### src/rtl/ultrasonic_echo_ranger_core_macros.svh
// ----------------------------------------------------------------------------
// Ultrasonic echo ranger assertion macros
// Shared property wrappers for the ranger's concurrent assertions.
// ----------------------------------------------------------------------------
`ifndef ULTRASONIC_ECHO_RANGER_CORE_MACROS_SVH
`define ULTRASONIC_ECHO_RANGER_CORE_MACROS_SVH

// Checked on every rising edge of clk, ignored while reset is asserted.
`define UER_ASSERT(lbl, prop, msg) \
	lbl: assert property (@(posedge clk) disable iff (!arst_n) prop) else $error(msg);

// Checked on every rising edge of clk, including during reset.
`define UER_ASSERT_ALWAYS(lbl, prop, msg) \
	lbl: assert property (@(posedge clk) prop) else $error(msg);

`endif

### src/rtl/uer_pkg.sv
`timescale 1ns / 1ps
// ----------------------------------------------------------------------------
// Ultrasonic echo ranger package
// Payload types, register indexes and constants shared by the ranger modules.
// ----------------------------------------------------------------------------
package uer_pkg;

	localparam int COUNT_BITS_DEF = 13;

	localparam int CFG_IDX_W  = 2;
	localparam int CFG_DATA_W = 16;

	localparam logic [CFG_IDX_W-1:0] CFG_TRIGGER_TICKS = 2'd0;
	localparam logic [CFG_IDX_W-1:0] CFG_MAX_COUNT     = 2'd1;
	localparam logic [CFG_IDX_W-1:0] CFG_SCALE_Q16     = 2'd2;

	localparam logic [7:0]  TRIGGER_TICKS_RST = 8'd10;
	localparam logic [12:0] MAX_COUNT_RST     = 13'd7500;
	localparam logic [15:0] SCALE_Q16_RST     = 16'd22282;

	localparam logic [9:0] DIST_MAX = 10'd999;

	typedef enum logic [1:0] {
		PH_IDLE  = 2'd0,
		PH_TRIG  = 2'd1,
		PH_WAIT  = 2'd2,
		PH_COUNT = 2'd3
	} phase_t;

	typedef struct packed {
		logic start_req;
		logic echo;
	} in_t;

	typedef struct packed {
		logic       trigger;
		logic       done_res;
		logic [9:0] dist_value;
		logic [3:0] digit_units;
		logic [3:0] digit_tens;
		logic [3:0] digit_hundreds;
		logic       over_range;
		logic       busy_res;
	} out_t;

	// Per-tick control flags carried down the pipeline.
	typedef struct packed {
		logic trig;
		logic done;
		logic busy;
	} ctl_t;

	// Load strobes for the three pipeline registers.
	typedef struct packed {
		logic ld_s1;
		logic ld_s2;
		logic ld_out;
	} adv_t;

endpackage

### src/rtl/ultrasonic_echo_ranger_core.sv
`timescale 1ns / 1ps
// ----------------------------------------------------------------------------
// Ultrasonic echo ranger core
// Times an echo pulse in microsecond ticks and reports distance and digits.
// ----------------------------------------------------------------------------
// Each transaction on the input channel is one tick and yields exactly one
// result transaction. A tick is taken every clock cycle while the output is
// not stalled; its result passes in order through the control stage (state
// machine and tick counter), the product register of the count times
// scale_q16 multiply, and the output register where the distance is
// saturated and split into digits. Distance fields hold the last
// measurement until done_res marks a new one. Configuration writes are always
// ready and should be made only while the core is idle.
`include "ultrasonic_echo_ranger_core_macros.svh"

module ultrasonic_echo_ranger_core #(
	parameter int COUNT_BITS = uer_pkg::COUNT_BITS_DEF
) (
	input  logic                               clk,
	input  logic                               arst_n,
	input  logic                               in_valid,
	output logic                               in_stall,
	input  uer_pkg::in_t                       in_data,
	output logic                               out_valid,
	input  logic                               out_stall,
	output uer_pkg::out_t                      out_data,
	input  logic                               cfg_valid,
	output logic                               cfg_ready,
	input  logic [uer_pkg::CFG_IDX_W-1:0]      cfg_index,
	input  logic [uer_pkg::CFG_DATA_W-1:0]     cfg_data
);

	logic [7:0]            trigger_ticks_q;
	logic [12:0]           max_count_q;
	logic [15:0]           scale_q16_q;
	logic                  valid_s1, valid_s2, out_valid_q;
	logic                  en1, en2, en_out;
	logic                  accept;
	uer_pkg::adv_t         adv;
	uer_pkg::ctl_t         ctl_s1;
	logic [COUNT_BITS-1:0] count_s1;
	logic [11:0]           digit_sum;
	logic                  sat_dist;

	assign cfg_ready = 1'b1;

	always_ff @(posedge clk or negedge arst_n) begin
		if (!arst_n) begin
			trigger_ticks_q <= uer_pkg::TRIGGER_TICKS_RST;
			max_count_q     <= uer_pkg::MAX_COUNT_RST;
			scale_q16_q     <= uer_pkg::SCALE_Q16_RST;
		end else if (cfg_valid && cfg_ready) begin
			case (cfg_index)
				uer_pkg::CFG_TRIGGER_TICKS: trigger_ticks_q <= cfg_data[7:0];
				uer_pkg::CFG_MAX_COUNT:     max_count_q     <= cfg_data[12:0];
				uer_pkg::CFG_SCALE_Q16:     scale_q16_q     <= cfg_data;
				default: ;
			endcase
		end
	end

	// A stage moves forward when it is empty or the stage after it moves.
	assign en_out   = !out_valid_q || !out_stall;
	assign en2      = !valid_s2 || en_out;
	assign en1      = !valid_s1 || en2;
	assign in_stall = !en1;
	assign accept   = in_valid && en1;

	assign adv.ld_s1  = en1;
	assign adv.ld_s2  = en2;
	assign adv.ld_out = en_out && valid_s2;

	always_ff @(posedge clk or negedge arst_n) begin
		if (!arst_n) begin
			valid_s1    <= 1'b0;
			valid_s2    <= 1'b0;
			out_valid_q <= 1'b0;
		end else begin
			if (en1) begin
				valid_s1 <= in_valid;
			end
			if (en2) begin
				valid_s2 <= valid_s1;
			end
			if (en_out) begin
				out_valid_q <= valid_s2;
			end
		end
	end

	assign out_valid = out_valid_q;

	uer_ctrl #(
		.COUNT_BITS(COUNT_BITS)
	) u_ctrl (
		.clk          (clk),
		.arst_n       (arst_n),
		.accept       (accept),
		.item         (in_data),
		.trigger_ticks(trigger_ticks_q),
		.max_count    (max_count_q),
		.adv          (adv),
		.ctl_s1       (ctl_s1),
		.count_s1     (count_s1)
	);

	uer_scale #(
		.COUNT_BITS(COUNT_BITS)
	) u_scale (
		.clk      (clk),
		.arst_n   (arst_n),
		.adv      (adv),
		.ctl_s1   (ctl_s1),
		.count_s1 (count_s1),
		.scale_q16(scale_q16_q),
		.result   (out_data)
	);

	assign digit_sum = 12'(out_data.digit_hundreds) * 12'd100
		+ 12'(out_data.digit_tens) * 12'd10 + 12'(out_data.digit_units);
	assign sat_dist  = (out_data.dist_value == uer_pkg::DIST_MAX);

	`UER_ASSERT(a_digits_match, out_valid |-> (digit_sum == 12'(out_data.dist_value)), "digits disagree")
	`UER_ASSERT(a_over_sat, out_valid && out_data.over_range |-> sat_dist, "over range unsaturated")
	`UER_ASSERT(a_done_idle, out_valid && out_data.done_res |-> !out_data.busy_res, "busy when done")
	`UER_ASSERT_ALWAYS(a_stall_full, in_stall |-> (out_valid_q && out_stall), "stall with room")

endmodule

### src/rtl/uer_ctrl.sv
`timescale 1ns / 1ps
// ----------------------------------------------------------------------------
// Ultrasonic echo ranger control
// Measurement state machine and tick counter, one tick per transaction.
// ----------------------------------------------------------------------------
module uer_ctrl #(
	parameter int COUNT_BITS = uer_pkg::COUNT_BITS_DEF
) (
	input  logic                  clk,
	input  logic                  arst_n,
	input  logic                  accept,
	input  uer_pkg::in_t          item,
	input  logic [7:0]            trigger_ticks,
	input  logic [12:0]           max_count,
	input  uer_pkg::adv_t         adv,
	output uer_pkg::ctl_t         ctl_s1,
	output logic [COUNT_BITS-1:0] count_s1
);

	localparam logic [16:0] CAP = 17'((1 << COUNT_BITS) - 1);

	uer_pkg::phase_t       phase_q, phase_d;
	logic [COUNT_BITS-1:0] tick_count_q, tick_count_d;
	logic [16:0]           lim_w;
	logic [COUNT_BITS-1:0] lim;
	logic [COUNT_BITS-1:0] cnt_base, cnt_inc;
	logic                  cnt_end;
	logic [COUNT_BITS-1:0] trig_next;
	logic                  trig_end;
	uer_pkg::ctl_t         ctl_d;
	logic [COUNT_BITS-1:0] count_d;

	// The count limit is max_count clipped to what the counter can hold.
	assign lim_w = (17'(max_count) < CAP) ? 17'(max_count) : CAP;
	assign lim   = lim_w[COUNT_BITS-1:0];

	// The first echo-high tick restarts the count from zero.
	assign cnt_base = (phase_q == uer_pkg::PH_WAIT) ? '0 : tick_count_q;
	assign cnt_inc  = (cnt_base < lim) ? cnt_base + COUNT_BITS'(1) : cnt_base;
	assign cnt_end  = (cnt_inc >= lim);

	// A trigger length of zero behaves as one tick.
	assign trig_next = tick_count_q + COUNT_BITS'(1);
	assign trig_end  = (trig_next >= COUNT_BITS'(trigger_ticks));

	always_comb begin
		phase_d      = phase_q;
		tick_count_d = tick_count_q;
		case (phase_q)
			uer_pkg::PH_IDLE: begin
				if (item.start_req) begin
					phase_d      = uer_pkg::PH_TRIG;
					tick_count_d = '0;
				end
			end
			uer_pkg::PH_TRIG: begin
				tick_count_d = trig_next;
				if (trig_end) begin
					phase_d      = uer_pkg::PH_WAIT;
					tick_count_d = '0;
				end
			end
			uer_pkg::PH_WAIT: begin
				if (item.echo) begin
					phase_d      = cnt_end ? uer_pkg::PH_IDLE : uer_pkg::PH_COUNT;
					tick_count_d = cnt_end ? '0 : cnt_inc;
				end
			end
			uer_pkg::PH_COUNT: begin
				if (item.echo && !cnt_end) begin
					tick_count_d = cnt_inc;
				end else begin
					phase_d      = uer_pkg::PH_IDLE;
					tick_count_d = '0;
				end
			end
			default: begin
				phase_d      = uer_pkg::PH_IDLE;
				tick_count_d = '0;
			end
		endcase
	end

	always_comb begin
		ctl_d.trig = 1'b0;
		ctl_d.done = 1'b0;
		count_d    = cnt_inc;
		case (phase_q)
			uer_pkg::PH_IDLE: begin
				ctl_d.done = 1'b0;
			end
			uer_pkg::PH_TRIG: begin
				ctl_d.trig = 1'b1;
			end
			uer_pkg::PH_WAIT: begin
				ctl_d.done = item.echo && cnt_end;
			end
			uer_pkg::PH_COUNT: begin
				ctl_d.done = !item.echo || cnt_end;
				// A low echo ends the measurement without adding to the count.
				count_d    = item.echo ? cnt_inc : tick_count_q;
			end
			default: begin
				ctl_d.done = 1'b0;
			end
		endcase
		ctl_d.busy = (phase_d != uer_pkg::PH_IDLE);
	end

	always_ff @(posedge clk or negedge arst_n) begin
		if (!arst_n) begin
			phase_q      <= uer_pkg::PH_IDLE;
			tick_count_q <= '0;
		end else if (accept) begin
			phase_q      <= phase_d;
			tick_count_q <= tick_count_d;
		end
	end

	always_ff @(posedge clk) begin
		if (adv.ld_s1) begin
			ctl_s1   <= ctl_d;
			count_s1 <= count_d;
		end
	end

endmodule

### src/rtl/uer_scale.sv
`timescale 1ns / 1ps
// ----------------------------------------------------------------------------
// Ultrasonic echo ranger scaling
// Count to distance product, saturation, decimal split and result register.
// ----------------------------------------------------------------------------
module uer_scale #(
	parameter int COUNT_BITS = uer_pkg::COUNT_BITS_DEF
) (
	input  logic                  clk,
	input  logic                  arst_n,
	input  uer_pkg::adv_t         adv,
	input  uer_pkg::ctl_t         ctl_s1,
	input  logic [COUNT_BITS-1:0] count_s1,
	input  logic [15:0]           scale_q16,
	output uer_pkg::out_t         result
);

	localparam int PW = COUNT_BITS + 16;

	uer_pkg::ctl_t   ctl_s2;
	logic [PW-1:0]   prod_s2;
	logic [16:0]     dist_w;
	logic            over;
	logic [9:0]      dist_sat;
	logic [15:0]     hund_p;
	logic [3:0]      hund;
	logic [6:0]      rem;
	logic [14:0]     tens_p;
	logic [3:0]      tens;
	logic [3:0]      units;
	uer_pkg::out_t   result_q;

	always_ff @(posedge clk) begin
		if (adv.ld_s2) begin
			ctl_s2  <= ctl_s1;
			prod_s2 <= PW'(count_s1) * PW'(scale_q16);
		end
	end

	// Drop the Q16 fraction, then clamp to three digits.
	assign dist_w   = 17'(prod_s2[PW-1:16]);
	assign over     = (dist_w > 17'(uer_pkg::DIST_MAX));
	assign dist_sat = over ? uer_pkg::DIST_MAX : dist_w[9:0];

	// Reciprocal multiplies: x*41>>12 is x/100 and x*205>>11 is x/10 in range.
	assign hund_p = 16'(dist_sat) * 16'd41;
	assign hund   = hund_p[15:12];
	assign rem    = 7'(dist_sat - 10'(hund) * 10'd100);
	assign tens_p = 15'(rem) * 15'd205;
	assign tens   = tens_p[14:11];
	assign units  = 4'(rem - 7'(tens) * 7'd10);

	always_ff @(posedge clk or negedge arst_n) begin
		if (!arst_n) begin
			result_q <= '0;
		end else if (adv.ld_out) begin
			result_q.trigger  <= ctl_s2.trig;
			result_q.done_res <= ctl_s2.done;
			result_q.busy_res <= ctl_s2.busy;
			if (ctl_s2.done) begin
				result_q.dist_value     <= dist_sat;
				result_q.digit_units    <= units;
				result_q.digit_tens     <= tens;
				result_q.digit_hundreds <= hund;
				result_q.over_range     <= over;
			end
		end
	end

	assign result = result_q;

endmodule

### config.mk
export PLATFORM = sky130hd
export DESIGN_NAME = ultrasonic_echo_ranger_core
export DESIGN_NICKNAME = d
export VERILOG_FILES = /design/src/rtl/uer_pkg.sv /design/src/rtl/ultrasonic_echo_ranger_core.sv /design/src/rtl/uer_ctrl.sv /design/src/rtl/uer_scale.sv
export VERILOG_INCLUDE_DIRS = /design/src /design/src/rtl
export SDC_FILE = /design/constraint.sdc
export NUM_CORES = 1
export LEC_CHECK = 0
export ABC_AREA = 0
export BUFFER_PORTS_ARGS = -buffer_cell sky130_fd_sc_hd__buf_2
export CAP_MARGIN = 20
export CORE_ASPECT_RATIO = 1.75
export CORE_MARGIN = 2
export CORE_UTILIZATION = 58
export DETAILED_ROUTE_END_ITERATION = 6
export GPL_ROUTABILITY_DRIVEN = 0
export PLACE_DENSITY = 0.78
export SKIP_LAST_GASP = 1
export SYNTH_ARGS = -nofsm -noshare
export SYNTH_HDL_FRONTEND = slang
export SYNTH_HIERARCHICAL = 1
export SYNTH_SLANG_ARGS = --single-unit
### constraint.sdc
create_clock -name clk -period 9.39 [get_ports clk]
set_input_delay 2.817 -clock clk [delete_from_list [all_inputs] [get_ports clk]]
set_output_delay 2.817 -clock clk [all_outputs]
set_load 0.1 [all_outputs]
==> results.md <==
- CTS clock-pin slew for the worst setup and hold paths: 0.08 ns
- Count leader, synth: inv_1
- Filler instances: 1855
- Total vias in the final route: 10100
- Measured slew at the worst slew-check pin: 1.16 ns
- Final WS setup: 0.334 ns
- H-tree depth: 3
- Syn. warnings: 6
- Post-route ant nets: 0
- Post-synth net total: 1784
- Synth top area share: 0.238
- Synth cell count leaders: inv_1 (237), nand2_1 (200), ha_1 (172)
- Placed inst area: 14400 µm²
- Area Growth Syn to Fin: 8.14%
- Crit-path slowest cell: or4_4
- Clk_lat worst skew: 0.37 ns
- Number of diodes: 0
- Pins over their slew limit: 0
- # clock sinks: 112
- Drc violations: 0
- I/O Buffers: 52
- Global-route wire length before repair: 52500 µm
- Netlist Area Pre-Place: 13900 µm²
- Crit path DAT: 9.30 ns
- Max-cap viol count: 0
- Clk_skew: 0.00804 ns
- Delay of the slowest critical-path stage: 0.53 ns
- Initial Util: 0.592
- Nets: 1815
- Hold Fails Final Rpt: 0
- Boundary Pins: 54
- Initial DRC count: 429
- Core ar.: 23400 µm²
- CTS Hold Buffers Added: 0
- Worst Setup Start Kind: flip-flop
- Number of global-route vias before repair: 11000
- Placed cells: 1741
- Avg Synthesized Cell Area: 9.75 µm²
- Largest net degree at the start of global routing: 62
- CTS root buf: clkbuf_16
- Netlist cell types: 77
- Storage cell area: 2980 µm²
- Register bit total from synthesis: 112
- Finished Layout Cells: 1762
- Die Width: 121 µm
- Multi-input gate area: 10000 µm²
- Buf+Inv Stages, Crit Path: 8
- Final WL: 32100 µm
- Synth async-reset ratio: 0.714
- CTS tree: done
- Status: finished, final reports clean
- Maximum fanout along the worst path: 5
- Via density: 5.74
- Crit Path Class: flip-flop to flip-flop
- Critical path capture point type: flip-flop
- Global route overflow: 0
- Top post-synthesis cells by area: fa_1 (24%), ha_1 (16%), dfrtp_1 (12%), edfxtp_1 (6.9%), inv_1 (6.4%)
- Layout cells sized above 1: 0.159
- Min Tclk post-route: 9.06 ns
- DP Worst Slack: -0.195 ns
- Worst endpoint required time: 9.64 ns
- Die area: 25200 µm²
- HP Class: flip-flop to flip-flop
- Ys flop type: dfrtp_1
- DR pass1 iterations: 5
- Final Cycle Share: 0.964
- Deepest clock path buffer count: 2
- Crit path max-delay family: adder cells
- Die Ht: 209 µm
- FP Rows: 74
- Antenna violations before repair: 0
- Design area: 15000 µm²
- Post-synth top area cell: fa_1
- Synthesized instance count: 1422
- Slew HR: 0.221
- Tot GR Track Use: 0.265
- FMAX: 110 MHz
- Setup Viol. Count Final: 0
- CTS buffer count: 9
- Seq/Total Area, Yosys: 0.215
- Final HPWL DP: 25800 µm
- Wirelength per Cell: 18.2 µm
- Post-synth EDFFs: 32
-- timing repair --
| action | CTS | global route |
|---|---|---|
| setup buffers | 2 | 3 |
| gates cloned | 0 | 0 |
| endpoints found under the setup margin | 1 | 2 |
| resized for setup | 6 | 36 |
| pin swaps | 5 | 22 |
-- cell families after synthesis --
kind of cell,count (synthesis),synth area share
simple gates,415,0.147
compound gates,157,0.0844
xor+xnor,53,0.0335
fa+ha+maj,338,0.394
other cells,1,0.000271
flops,112,0.215
mux,54,0.0436
buf+inv,292,0.0820
-- worst register-to-register path: cells and delay by family (launching register included) --
family,cells,cell delay (ns)
adders and majority gates,13,4.13
AOI/OAI and AO/OA,8,1.62
and+or+nand+nor,7,1.25
xor gates and xnor gates,6,0.93
buffers and inverters,8,0.61
DFF,1,0.36
-- cell usage in the layout, fill, tap and decap left out, types with 22 or more instances in the layout --
cell | Yosys | routed
and2_1 | 85 | 85
o21ai_0 | 37 | 35
inv_1 | 237 | 235
dfrtp_1 | 64 | 64
nand2_1 | 200 | 198
edfxtp_1 | 32 | 32
a21oi_1 | 33 | 32
buf_4 | 4 | 22
ha_1 | 172 | 159
nor2_1 | 44 | 39
fa_1 | 165 | 164
mux2_2 | 51 | 51
xnor2_1 | 36 | 32
buf_2 | 2 | 51
-- registers in the layout, summed over array words and instances, names as in the netlist --
signal	cells
max_count_q	13
out_valid	1
scale_q16_q	16
trigger_ticks_q	8
u_ctrl/count_s1	13
u_ctrl/ctl_s1	3
u_ctrl/phase_q	2
u_ctrl/tick_count_q	13
u_scale/ctl_s2	3
u_scale/prod_s2	13
u_scale/result	25
valid_s1	1
valid_s2	1
-- final timing paths --
check | startpoint | end | slack, ns | cells after the start
max | u_scale/prod_s2[21] | u_scale/result[13] | 0.33 | 42
min | u_ctrl/ctl_s1[2] | u_scale/ctl_s2[2] | 0.43 | 0
max reg2reg | u_scale/prod_s2[21] | u_scale/result[13] | 0.33 | 42
min reg2reg | u_ctrl/ctl_s1[2] | u_scale/ctl_s2[2] | 0.43 | 0
max in group asynchronous | arst_n | scale_q16_q[5] | 5.98 | 2
min in group asynchronous | arst_n | u_scale/result[16] | 2.31 | 1
-- cell type report --
type | instances | area share
Sequential cell | 112 | 0.199
Inverter | 238 | 0.0598
Timing Repair Buffer | 74 | 0.0288
Clock inverter | 6 | 0.00384
Tap cell | 304 | 0.0254
Clock buffer | 10 | 0.0153
Multi-Input combinational cell | 1018 | 0.668
-- per-layer routing --
layer | part of all wire | up-vias | wire (µm) | GRT usage
li1 | - | 4643 | - | -
met1 | 0.34 | 5031 | 10800 | 0.265
met2 | 0.57 | 328 | 18400 | 0.516
met3 | 0.034 | 119 | 1090 | 0.0315
met4 | 0.057 | 0 | 1840 | 0.142
met5 | 0 | - | 0 | 0
-- stage by stage --
step                      hold slack, ns   util  TNS, ns
after global placement             0.409  0.614        0
after floorplan                    0.400      -        0
after global routing               0.440  0.640  -0.0574
final                              0.434  0.640        0
after CTS                          0.436  0.628        0
after detailed placement           0.416  0.614   -0.195
Power is left out: the tool's default activity adds up to more than one toggle a clock period on the data nets, which glitch-free logic cannot reach.
